`src/rtl/wpm_pkg.sv`:
```
package wpm_pkg;

  localparam int LEN_BITS  = 9;
  localparam int FRAC_BITS = 8;
  localparam int DATA_BITS = 32;
  localparam int ADDR_BITS = 3;

  localparam logic [LEN_BITS-1:0] LEN_RESET = 9'd240;

  typedef logic [ADDR_BITS-3:0] reg_idx_t;
  localparam reg_idx_t REG_WINDOW_LENGTH = 1'b0;

  // head of the request queue as seen by the back end
  typedef struct packed {
    logic valid;
    logic positive;
  } q_head_t;

  typedef enum logic [2:0] {
    ST_IDLE   = 3'b001,
    ST_UPDATE = 3'b010,
    ST_DIVIDE = 3'b100
  } back_state_t;

endpackage

```
`src/rtl/windowed_positive_mean.sv`:
```
// channel   direction  signals
// sample    in         sample_valid, sample_ready, sample
// result    out        result_valid, result_ready, mean_value, positive_count
// config    in         psel, penable, pwrite, paddr, pwdata, prdata, pready
//
// each sample in turn: ring read, update, the serial divider at one quotient bit
// per cycle, result load
// a two-entry request queue keeps taking samples while the back end works
// reset and any window_length write empty the window at once, no sweep
// a result not taken holds the back end, the queue then fills and stalls input
module windowed_positive_mean #(
  parameter int MAX_WINDOW  = 256,
  parameter int SAMPLE_BITS = 16
) (
  input  logic                                      clk,
  input  logic                                      rst,
  input  logic                                      sample_valid,
  output logic                                      sample_ready,
  input  logic signed [SAMPLE_BITS-1:0]             sample,
  output logic                                      result_valid,
  input  logic                                      result_ready,
  output logic [SAMPLE_BITS+wpm_pkg::FRAC_BITS-2:0] mean_value,
  output logic [$clog2(MAX_WINDOW+1)-1:0]           positive_count,
  input  logic                                      psel,
  input  logic                                      penable,
  input  logic                                      pwrite,
  input  logic [wpm_pkg::ADDR_BITS-1:0]             paddr,
  input  logic [wpm_pkg::DATA_BITS-1:0]             pwdata,
  output logic [wpm_pkg::DATA_BITS-1:0]             prdata,
  output logic                                      pready
);
  import wpm_pkg::*;

  logic [LEN_BITS-1:0]    window_length;
  logic                   sel_len;
  logic                   clear;
  q_head_t                head;
  logic [SAMPLE_BITS-1:0] head_sample;
  logic                   pop;

  assign pready  = 1'b1;
  assign sel_len = (paddr[ADDR_BITS-1:2] == REG_WINDOW_LENGTH);
  assign clear   = psel && penable && pwrite && pready && sel_len;
  assign prdata  = sel_len ? DATA_BITS'(window_length) : '0;

  always_ff @(posedge clk) begin
    if (rst) begin
      window_length <= LEN_RESET;
    end else if (clear) begin
      window_length <= pwdata[LEN_BITS-1:0];
    end
  end

  wpm_front #(
    .SAMPLE_BITS(SAMPLE_BITS)
  ) u_front (
    .clk         (clk),
    .rst         (rst),
    .sample_valid(sample_valid),
    .sample_ready(sample_ready),
    .sample      (sample),
    .head        (head),
    .head_sample (head_sample),
    .pop         (pop)
  );

  wpm_back #(
    .MAX_WINDOW (MAX_WINDOW),
    .SAMPLE_BITS(SAMPLE_BITS)
  ) u_back (
    .clk           (clk),
    .rst           (rst),
    .clear         (clear),
    .window_length (window_length),
    .head          (head),
    .head_sample   (head_sample),
    .pop           (pop),
    .result_valid  (result_valid),
    .result_ready  (result_ready),
    .mean_value    (mean_value),
    .positive_count(positive_count)
  );

  a_zero_mean: assert property (@(posedge clk) disable iff (rst)
    result_valid && (positive_count == '0) |-> (mean_value == '0))
    else $error("mean not zero with empty count");

  a_mean_floor: assert property (@(posedge clk) disable iff (rst)
    result_valid && (positive_count != '0) |-> (mean_value >= (1 << FRAC_BITS)))
    else $error("mean below one with positive samples");

  a_count_bound: assert property (@(posedge clk) disable iff (rst)
    result_valid |-> (positive_count <= MAX_WINDOW))
    else $error("count beyond window");

endmodule

```
`src/rtl/wpm_front.sv`:
```
module wpm_front #(
  parameter int SAMPLE_BITS = 16
) (
  input  logic                     clk,
  input  logic                     rst,
  input  logic                     sample_valid,
  output logic                     sample_ready,
  input  logic [SAMPLE_BITS-1:0]   sample,
  output wpm_pkg::q_head_t         head,
  output logic [SAMPLE_BITS-1:0]   head_sample,
  input  logic                     pop
);
  import wpm_pkg::*;

  logic [SAMPLE_BITS-1:0] q_sample [2];
  logic                   q_pos    [2];
  logic                   wr_ptr;
  logic                   rd_ptr;
  logic [1:0]             fill;
  logic                   push;
  logic                   positive;

  // strictly positive: nonzero with sign bit clear
  assign positive     = (sample != '0) && !sample[SAMPLE_BITS-1];
  assign sample_ready = (fill != 2'd2);
  assign push         = sample_valid && sample_ready;

  always_ff @(posedge clk) begin
    if (push) begin
      q_sample[wr_ptr] <= sample;
      q_pos[wr_ptr]    <= positive;
    end
  end

  always_ff @(posedge clk) begin
    if (rst) begin
      wr_ptr <= 1'b0;
      rd_ptr <= 1'b0;
      fill   <= 2'd0;
    end else begin
      if (push) begin
        wr_ptr <= ~wr_ptr;
      end
      if (pop) begin
        rd_ptr <= ~rd_ptr;
      end
      unique case ({push, pop})
        2'b10:   fill <= fill + 2'd1;
        2'b01:   fill <= fill - 2'd1;
        default: fill <= fill;
      endcase
    end
  end

  assign head.valid    = (fill != 2'd0);
  assign head.positive = q_pos[rd_ptr];
  assign head_sample   = q_sample[rd_ptr];

endmodule

```
`src/rtl/wpm_div.sv`:
```
module wpm_div #(
  parameter int DIVIDEND_BITS = 32,
  parameter int DIVISOR_BITS  = 9
) (
  input  logic                     clk,
  input  logic                     rst,
  input  logic                     start,
  input  logic [DIVIDEND_BITS-1:0] dividend,
  input  logic [DIVISOR_BITS-1:0]  divisor,
  output logic                     busy,
  output logic [DIVIDEND_BITS-1:0] quotient
);
  import wpm_pkg::*;

  localparam int STEP_BITS = $clog2(DIVIDEND_BITS + 1);

  logic [DIVIDEND_BITS-1:0] dq;
  logic [DIVISOR_BITS-1:0]  rem;
  logic [DIVISOR_BITS-1:0]  dvs;
  logic [STEP_BITS-1:0]     steps;
  logic [DIVISOR_BITS:0]    trial;
  logic [DIVISOR_BITS:0]    diff;
  logic                     ge;

  // restoring division, one quotient bit per cycle
  assign trial = {rem, dq[DIVIDEND_BITS-1]};
  assign diff  = trial - {1'b0, dvs};
  assign ge    = (trial >= {1'b0, dvs});

  always_ff @(posedge clk) begin
    if (start) begin
      dq  <= dividend;
      rem <= '0;
      dvs <= divisor;
    end else if (busy) begin
      dq  <= {dq[DIVIDEND_BITS-2:0], ge};
      rem <= ge ? diff[DIVISOR_BITS-1:0] : trial[DIVISOR_BITS-1:0];
    end
  end

  always_ff @(posedge clk) begin
    if (rst) begin
      steps <= '0;
    end else if (start) begin
      steps <= STEP_BITS'(DIVIDEND_BITS);
    end else if (busy) begin
      steps <= steps - STEP_BITS'(1);
    end
  end

  assign busy     = (steps != '0);
  assign quotient = dq;

endmodule

```
`src/rtl/wpm_back.sv`:
```
module wpm_back #(
  parameter int MAX_WINDOW  = 256,
  parameter int SAMPLE_BITS = 16
) (
  input  logic                                      clk,
  input  logic                                      rst,
  input  logic                                      clear,
  input  logic [wpm_pkg::LEN_BITS-1:0]              window_length,
  input  wpm_pkg::q_head_t                          head,
  input  logic [SAMPLE_BITS-1:0]                    head_sample,
  output logic                                      pop,
  output logic                                      result_valid,
  input  logic                                      result_ready,
  output logic [SAMPLE_BITS+wpm_pkg::FRAC_BITS-2:0] mean_value,
  output logic [$clog2(MAX_WINDOW+1)-1:0]           positive_count
);
  import wpm_pkg::*;

  localparam int AW    = $clog2(MAX_WINDOW);
  localparam int CNTW  = $clog2(MAX_WINDOW + 1);
  localparam int SUMW  = SAMPLE_BITS - 1 + CNTW;
  localparam int MEANW = SAMPLE_BITS + FRAC_BITS - 1;
  localparam int DW    = SUMW + FRAC_BITS;
  localparam int EW    = (LEN_BITS > CNTW) ? LEN_BITS : CNTW;

  logic [SAMPLE_BITS-1:0] ring [MAX_WINDOW];
  logic [SAMPLE_BITS-1:0] rdata;

  back_state_t            state;
  logic [AW-1:0]          wpos;
  logic                   wrapped;
  logic [SUMW-1:0]        psum;
  logic [CNTW-1:0]        ptotal;
  logic [SAMPLE_BITS-1:0] cur_sample;
  logic                   cur_pos;

  logic [AW-1:0]          last_pos;
  logic [EW-1:0]          len_ext;
  logic [SAMPLE_BITS-1:0] outgoing;
  logic                   out_pos;
  logic [SUMW-1:0]        psum_next;
  logic [CNTW-1:0]        ptotal_next;
  logic                   div_start;
  logic                   div_busy;
  logic [DW-1:0]          quotient;
  logic                   load;

  // length zero acts as one, lengths past the ring saturate
  assign len_ext = EW'(window_length);
  always_comb begin
    priority if (len_ext == '0) begin
      last_pos = '0;
    end else if (len_ext >= EW'(MAX_WINDOW)) begin
      last_pos = AW'(MAX_WINDOW - 1);
    end else begin
      last_pos = AW'(len_ext - EW'(1));
    end
  end

  assign pop = head.valid && (state == ST_IDLE);

  // slots not yet written since the last clear read as zero
  assign outgoing = wrapped ? rdata : '0;
  assign out_pos  = (outgoing != '0) && !outgoing[SAMPLE_BITS-1];

  always_comb begin
    psum_next   = psum;
    ptotal_next = ptotal;
    if (out_pos) begin
      psum_next   = psum_next - SUMW'(outgoing[SAMPLE_BITS-2:0]);
      ptotal_next = ptotal_next - CNTW'(1);
    end
    if (cur_pos) begin
      psum_next   = psum_next + SUMW'(cur_sample[SAMPLE_BITS-2:0]);
      ptotal_next = ptotal_next + CNTW'(1);
    end
  end

  assign div_start = (state == ST_UPDATE);
  assign load      = (state == ST_DIVIDE) && !div_busy && (!result_valid || result_ready);

  always_ff @(posedge clk) begin
    if (pop) begin
      rdata <= ring[wpos];
    end
    if (state == ST_UPDATE) begin
      ring[wpos] <= cur_sample;
    end
  end

  always_ff @(posedge clk) begin
    if (pop) begin
      cur_sample <= head_sample;
      cur_pos    <= head.positive;
    end
  end

  always_ff @(posedge clk) begin
    if (rst) begin
      state   <= ST_IDLE;
      wpos    <= '0;
      wrapped <= 1'b0;
      psum    <= '0;
      ptotal  <= '0;
    end else if (clear) begin
      wpos    <= '0;
      wrapped <= 1'b0;
      psum    <= '0;
      ptotal  <= '0;
    end else begin
      unique case (state)
        ST_IDLE: begin
          if (pop) begin
            state <= ST_UPDATE;
          end
        end
        ST_UPDATE: begin
          psum   <= psum_next;
          ptotal <= ptotal_next;
          if (wpos == last_pos) begin
            wpos    <= '0;
            wrapped <= 1'b1;
          end else begin
            wpos <= wpos + AW'(1);
          end
          state <= ST_DIVIDE;
        end
        ST_DIVIDE: begin
          if (load) begin
            state <= ST_IDLE;
          end
        end
        default: state <= ST_IDLE;
      endcase
    end
  end

  wpm_div #(
    .DIVIDEND_BITS(DW),
    .DIVISOR_BITS (CNTW)
  ) u_div (
    .clk     (clk),
    .rst     (rst),
    .start   (div_start),
    .dividend({psum_next, FRAC_BITS'(0)}),
    .divisor (ptotal_next),
    .busy    (div_busy),
    .quotient(quotient)
  );

  always_ff @(posedge clk) begin
    if (rst) begin
      result_valid <= 1'b0;
    end else if (load) begin
      result_valid <= 1'b1;
    end else if (result_ready) begin
      result_valid <= 1'b0;
    end
  end

  always_ff @(posedge clk) begin
    if (load) begin
      mean_value     <= (ptotal == '0) ? '0 : quotient[MEANW-1:0];
      positive_count <= ptotal;
    end
  end

endmodule
```
`config.mk`:
```
export PLATFORM = sky130hd
export DESIGN_NAME = windowed_positive_mean
export DESIGN_NICKNAME = d
export VERILOG_FILES = /design/src/rtl/wpm_pkg.sv /design/src/rtl/windowed_positive_mean.sv /design/src/rtl/wpm_front.sv /design/src/rtl/wpm_div.sv /design/src/rtl/wpm_back.sv
export SDC_FILE = /design/constraint.sdc
export NUM_CORES = 2
export LEC_CHECK = 0
export ABC_AREA = 1
export BUFFER_PORTS_ARGS = -buffer_cell sky130_fd_sc_hd__buf_2
export CORE_MARGIN = 1
export CORE_UTILIZATION = 42
export DETAILED_ROUTE_END_ITERATION = 8
export HOLD_SLACK_MARGIN = 0.02
export PLACE_DENSITY = 0.65
export RECOVER_POWER = 25
export SYNTH_ARGS = -nofsm -noshare
export SYNTH_HDL_FRONTEND = slang
export SYNTH_MEMORY_MAX_BITS = 65536
export SYNTH_SLANG_ARGS = --single-unit
```
`constraint.sdc`:
```
create_clock -name clk -period 8.1 [get_ports clk]
set_input_delay 1.62 -clock clk [delete_from_list [all_inputs] [get_ports clk]]
set_output_delay 1.62 -clock clk [all_outputs]
set_load 0.02 [all_outputs]
```
# Yosys cells after proc, flatten, opt, wreduce, memory -nomap -nowiden
# Memory sizes are Yosys's and may differ from the RTL's. A register that Yosys moved wholly into a read port is not among the register bits.
# Index checks and enable logic that the tools add are counted.
[word_totals]
reg_bits = 147
ramBits = 4130
input_bits = 58
out_inout_bits = 67
elab_cells = 97
memories = 3
[memory_table]
columns = ["memory", "depth", "word_bits", "rd", "rd_clocked_by_memory_dff", "write_ports", "line", "rtl"]
rows = [
  ["u_back.ring", 256, 16, 1, 1, 1, "wpm_back.sv:26", "logic [SAMPLE_BITS-1:0] ring [MAX_WINDOW];"],
  ["u_front.q_sample", 2, 16, 1, 1, 1, "wpm_front.sv:15", "logic [SAMPLE_BITS-1:0] q_sample [2];"],
  ["u_front.q_pos", 2, 1, 1, 1, 1, "wpm_front.sv:16", "logic q_pos [2];"],
]
[op_classes]
addsub = 10
magnitude_cmp = 2
n_eq_ne = 9
mux = 24
n_bitwise = 4
reduce_logical = 27
[ops]
columns = ["operator", "count"]
rows = [
  ["32-bit 2-to-1 mux", 2],
  ["24-bit 2-to-1 mux", 2],
  ["9-bit 2-to-1 mux", 4],
  ["16-bit nonzero test", 2],
  ["24-bit by 15-bit adder with 24-bit output", 1],
  ["8-bit 2-to-1 mux", 3],
  ["24-bit by 15-bit subtractor with 24-bit output", 1],
  ["9-bit zero test", 2],
  ["16-bit 2-to-1 mux", 1],
  ["6-bit 2-to-1 mux", 2],
  ["10-bit by 9-bit >= comparator with 1-bit output", 1],
  ["9-bit by 1-bit adder with 9-bit output, second input constant", 1],
  ["9-bit >= comparator, second input constant", 1],
  ["1-bit logical AND", 9],
  ["3-bit case mux with 3 select lines", 1],
  ["9-bit by 1-bit subtractor with 9-bit output, second input constant", 1],
  ["9-bit subtractor", 1],
  ["8-bit by 1-bit adder with 8-bit output, second input constant", 1],
  ["8-bit == test", 1],
  ["2-bit nonzero test", 4],
  ["8-bit by 1-bit subtractor with 8-bit output, second input constant", 1],
  ["1-bit 2-to-1 mux", 6],
  ["3-bit 2-to-1 mux", 2],
  ["6-bit nonzero test", 1],
  ["17 further kinds", 25],
]

# Logic depth before layout (Yosys ltp)
[logic_depth]
ltp_word = 7
depth_mapped = 28
ltp_nobuf = 27

# By module
# From an unflattened synthesis, not the netlist that was laid out.
[unflattened]
hier_cells = 13431
area_unflattened_um2 = 171674.6
[modules_own_cells]
columns = ["mod", "n_inst", "cells_each", "area_per_inst_um2", "seq_area_each_um2"]
rows = [
  ["wpm_back", 1, 12901, 166554.7, 125870.7],
  ["wpm_div", 1, 333, 2887.8, 1531.5],
  ["wpm_front", 1, 97, 1556.5, 1121.1],
  ["windowed_positive_mean", 1, 100, 675.6, 180.2],
]

# Worst setup path before layout
# No wires, ideal clock.
[synth_timing]
path_type = "flip-flop to flip-flop"
from = "register u_back.cur_sample[0] (read register of u_front.q_sample)"
to = "register u_back.u_div.dq[20] (netlist: u_back.u_div.quotient[20]) (data pin)"
setup_ns = 0.268
t_arrival_ns = 5.443
t_required_ns = 7.832
slack_ns = 2.390
stages_incl_launch_ff = 16
n_path_buf = 0
period_less_slack_ns = 5.710
path_cell_list = "edfxtp_1 -> ha_1 -> inv_1 -> fa_1 -> nand3b_1 -> nand2_1 -> nand2_1 -> inv_1 -> nand2_1 -> nand2_1 -> a21boi_0 -> nor3_1 -> nor2_1 -> xnor2_1 -> o21ai_0 -> o21ai_0"
[synth_via]
elab_chain_cells = 3
[synth_rtl]
columns = ["item", "line", "rtl"]
rows = [
  ["start: declaration", "wpm_back.sv:34", "logic [SAMPLE_BITS-1:0] cur_sample;"],
  ["24-bit by 15-bit adder with 24-bit output", "wpm_back.sv:74", "psum_next = psum_next + SUMW'(cur_sample[SAMPLE_BITS-2:0]);"],
  ["24-bit 2-to-1 mux", "wpm_back.sv:73", "if (cur_pos) begin"],
  ["32-bit 2-to-1 mux", "wpm_div.sv:31", "if (start) begin"],
  ["end signal: assignment", "wpm_div.sv:32", "dq <= dividend;"],
  ["end signal: assignment", "wpm_div.sv:36", "dq <= {dq[DIVIDEND_BITS-2:0], ge};"],
  ["end: declaration", "wpm_div.sv:17", "logic [DIVIDEND_BITS-1:0] dq;"],
]
# Every way passes these cells.
# A chain may end at the register's enable or synchronous reset.

# Final worst setup path
[layout_timing]
from = "register u_back.cur_sample[8] (read register of u_front.q_sample)"
to = "memory u_back.ring[225][8] (data pin)"
[layout_lines]
columns = ["item", "line"]
rows = [
  ["end: declaration", "wpm_back.sv:26"],
]
# No word-level cell before the write port.

==> results.tsv <==
metric	value	unit
status	complete, but fails checks	
violations	max-capacitance violations, max-slew violations	
gp_congestion	0.911	
post_cts_resized	0	
syn_area	171000	sq um
synth_cell_types	61	
critical_path_required	8.73	ns
drtIter0Drc	16000	
worstPathMaxFanout	73	
rsz0062_at_grt	no	
report.final.hold_viol_count	0	
tightest_slew	5.04	ns
ys_seq_area_share	75.3	%
synth_top_family_by_area	compound AO/OA/AOI/OAI gates	
p_per_area	287	nW/um^2
post-route-min-period	6.38	ns
htreeDepth	5	
postSynthAreaPerCell	12.9	sq um
drc	0	
design_area	192000	sq um
port-buffer-count	75	
clock_latency	1.05	ns
io_pins	125	
initial_utilization	42.3	%
via_per_inst	5.83	
place_ws	3.34	ns
hold_path.class	flop to flop	
worstSetupStartpointType	flop	
synth-compound-area-share	12.0	%
layout.nets	13400	
die_w	640	um
wl_per_cell	25.9	um
drive_gt1_share	8.39	%
core_area	404000	sq um
worstSetupEndpointType	flop	
cts_buffer_depth	4	
synth_warnings	0	
maxSlewViolCount	2061	
synth-xor-area-share	0.266	%
area_growth	12.3	%
period_share	78.7	%
async_flop_share	0	%
cts.hold.buffers_added	0	
cts.root.buffer_cell	clkbuf_16	
drtPass1Iterations	8	
leakage	62.7	nW
synth_edf_count	4228	
fp.dieH	640	um
place_area	178000	sq um
hold_ws	0.473	ns
antenna_found_initial	33	
cp.arrival	7.01	ns
fmax	157	MHz
placementRows	233	
track_usage	23.4	%
synth-seq-cells	4310	
vias	111000	
grt_max_degree	197	
grt_pass1_wl	707000	um
crit_type	flop to flop	
setup_viol	0	
maxCapViolCount	30	
synth_fa_ha_area_share	0.416	%
skew	0.102	ns
post-dp-hpwl	276000	um
clkTransAtPathRegs	0.06	ns
post-cts-setup-buffer-count	0	
vdd_drop_max	0.261	mV
clkSinkCount	4310	
gr-total-overflow	0	
yosys.area_share.simple	9.30	%
cts_tree	built	
wirelength	495000	um
muxShareOfSynthArea	0	%
dieArea	409000	sq um
setup-tns-final	0	ns
nFillCells	34800	
setup_ws	1.72	ns
ys.flop_type	edfxtp_1	
total_power	55.0	mW
grt_pass1_vias	101000	
numCtsBuffers	434	
slew_headroom	-236	%
antenna_left	0	
synthCells	13200	
[through the flow]
step | utilization (%) | instances
after global routing | 47.5 | 19100
final | 47.5 | 19100
after floorplan | - | 13300
after global placement | 44.2 | 18300
after detailed placement | 44.2 | 18300
after CTS | 47.5 | 19100
[critical path, stage by stage, from the launching register on]
cell	delay, ns
edfxtp_1	0.33
clkbuf_1	2.11
clkbuf_1	2.35
buf_4	0.99
[registers in the layout (all words and copies together) (netlist names)]
| register | flops |
|---|---|
| u_front.q_pos | 2 |
| u_back.u_div.dvs | 9 |
| u_back.cur_pos | 1 |
| u_back.result_valid | 1 |
| u_back.u_div.rem | 9 |
| u_back.positive_count | 9 |
| u_back.psum | 24 |
| window_length | 9 |
| u_back.state | 3 |
| u_front.wr_ptr | 1 |
| u_front.rd_ptr | 1 |
| u_back.cur_sample | 16 |
| u_back.wrapped | 1 |
| u_back.ptotal | 9 |
| u_back.u_div.quotient | 32 |
| u_front.fill | 2 |
| u_front.q_sample | 32 |
| u_back.rdata | 16 |
| u_back.wpos | 8 |
| u_back.u_div.steps | 6 |
| u_back.mean_value | 23 |
| u_back.ring | 4096 |
[per-layer routing]
layer	wire length, um	track usage, %
met1	195000	32.9
met2	221000	35.5
met3	56600	4.81
met4	22700	9.74
met5	89	0
[synthesized netlist by cell type (3+ instances only)]
cell type | count | area (sq um)
nand4_1 | 110 | 688
o21ai_2 | 6 | 52.6
ha_1 | 52 | 651
buf_2 | 187 | 936
nand3_1 | 116 | 581
nand3_2 | 3 | 30.0
or2_2 | 5 | 31.3
a211oi_1 | 8 | 60.1
fa_1 | 3 | 60.1
a221oi_1 | 13 | 114
nor4_1 | 8 | 50.1
buf_4 | 43 | 323
xor2_1 | 35 | 307
nor2_2 | 10 | 62.6
nand2_2 | 6 | 37.5
a21oi_1 | 172 | 861
nor2_4 | 3 | 33.8
nor2_1 | 2500 | 9380
nand2_4 | 3 | 33.8
nand2_1 | 1281 | 4810
o221ai_1 | 5 | 43.8
o21bai_1 | 4 | 30.0
o21ai_1 | 16 | 80.1
inv_1 | 178 | 668
o21ai_0 | 2193 | 11000
buf_1 | 34 | 128
a31oi_1 | 10 | 62.6
dfxtp_1 | 82 | 1640
edfxtp_1 | 4228 | 127000
o211ai_1 | 14 | 105
xnor2_1 | 15 | 131
clkinv_1 | 5 | 18.8
clkbuf_1 | 635 | 2380
inv_2 | 15 | 56.3
a21boi_0 | 4 | 30.0
buf_6 | 10 | 113
a41oi_1 | 85 | 744
o22ai_1 | 1026 | 6420
a22o_1 | 75 | 657
nor3_1 | 8 | 40.0
a22oi_1 | 11 | 82.6
[final timing paths]
path,slack [ns],end,startpoint,cells after the start
max,1.72,u_back.ring[225][8],u_back.cur_sample[8],3
min,0.47,u_back.u_div.steps[0],u_back.u_div.steps[0],2
max reg2reg,1.72,u_back.ring[225][8],u_back.cur_sample[8],3
min reg2reg,0.47,u_back.u_div.steps[0],u_back.u_div.steps[0],2
[cells in the final DEF (no fill, tap or decap), types with 15 or more instances in the layout]
| cell | count |
|---|---|
| a21oi_1 | 172 |
| a22o_1 | 75 |
| a41oi_1 | 84 |
| buf_12 | 37 |
| buf_2 | 57 |
| buf_4 | 398 |
| bufinv_16 | 29 |
| clkbuf_1 | 169 |
| clkbuf_16 | 440 |
| clkinv_1 | 99 |
| clkinv_2 | 59 |
| conb_1 | 24 |
| dfxtp_1 | 80 |
| edfxtp_1 | 4228 |
| ha_1 | 52 |
| inv_1 | 177 |
| inv_2 | 15 |
| nand2_1 | 1277 |
| nand3_1 | 104 |
| nand4_1 | 110 |
| nor2_1 | 2496 |
| o21ai_0 | 2192 |
| o21ai_1 | 17 |
| o22ai_1 | 1026 |
| xnor2_1 | 15 |
| xor2_1 | 35 |
[final cells by class]
class	instances	area [sq um]	share of cell area, %
Clock inverter	219	2040	1.06
Inverter	199	778	0.406
Sequential cell	4310	129000	67.1
Clock buffer	567	11500	6.02
Timing Repair Buffer	542	4210	2.19
Multi-Input combinational cell	7846	37700	19.7
Tap cell	5405	6760	3.53
Antenna cell	11	27.5	0.0144
[cells by family (layout without fill, tap and decap cells)]
| kind of cell | count (synthesis) | count (layout) |
|---|---|---|
| compound gates | 3653 | 3653 |
| simple gates | 4063 | 4063 |
| flops | 4310 | 4310 |
| xor+xnor | 51 | 51 |
| fa+ha+maj | 55 | 55 |
| buf+inv | 1111 | 1527 |
| other cells | 2 | 35 |
[power breakdown]
group / internal [mW] / leakage [nW] / switching [mW] / total (mW)
combinational: 1.12 / 17.4 / 6.15 / 7.27
clock: 10.9 / 6.59 / 8.44 / 19.4
sequential: 28.2 / 38.7 / 0.185 / 28.4
total: 40.2 / 62.7 / 14.8 / 55.0
Power figures use the tool's default switching activity.
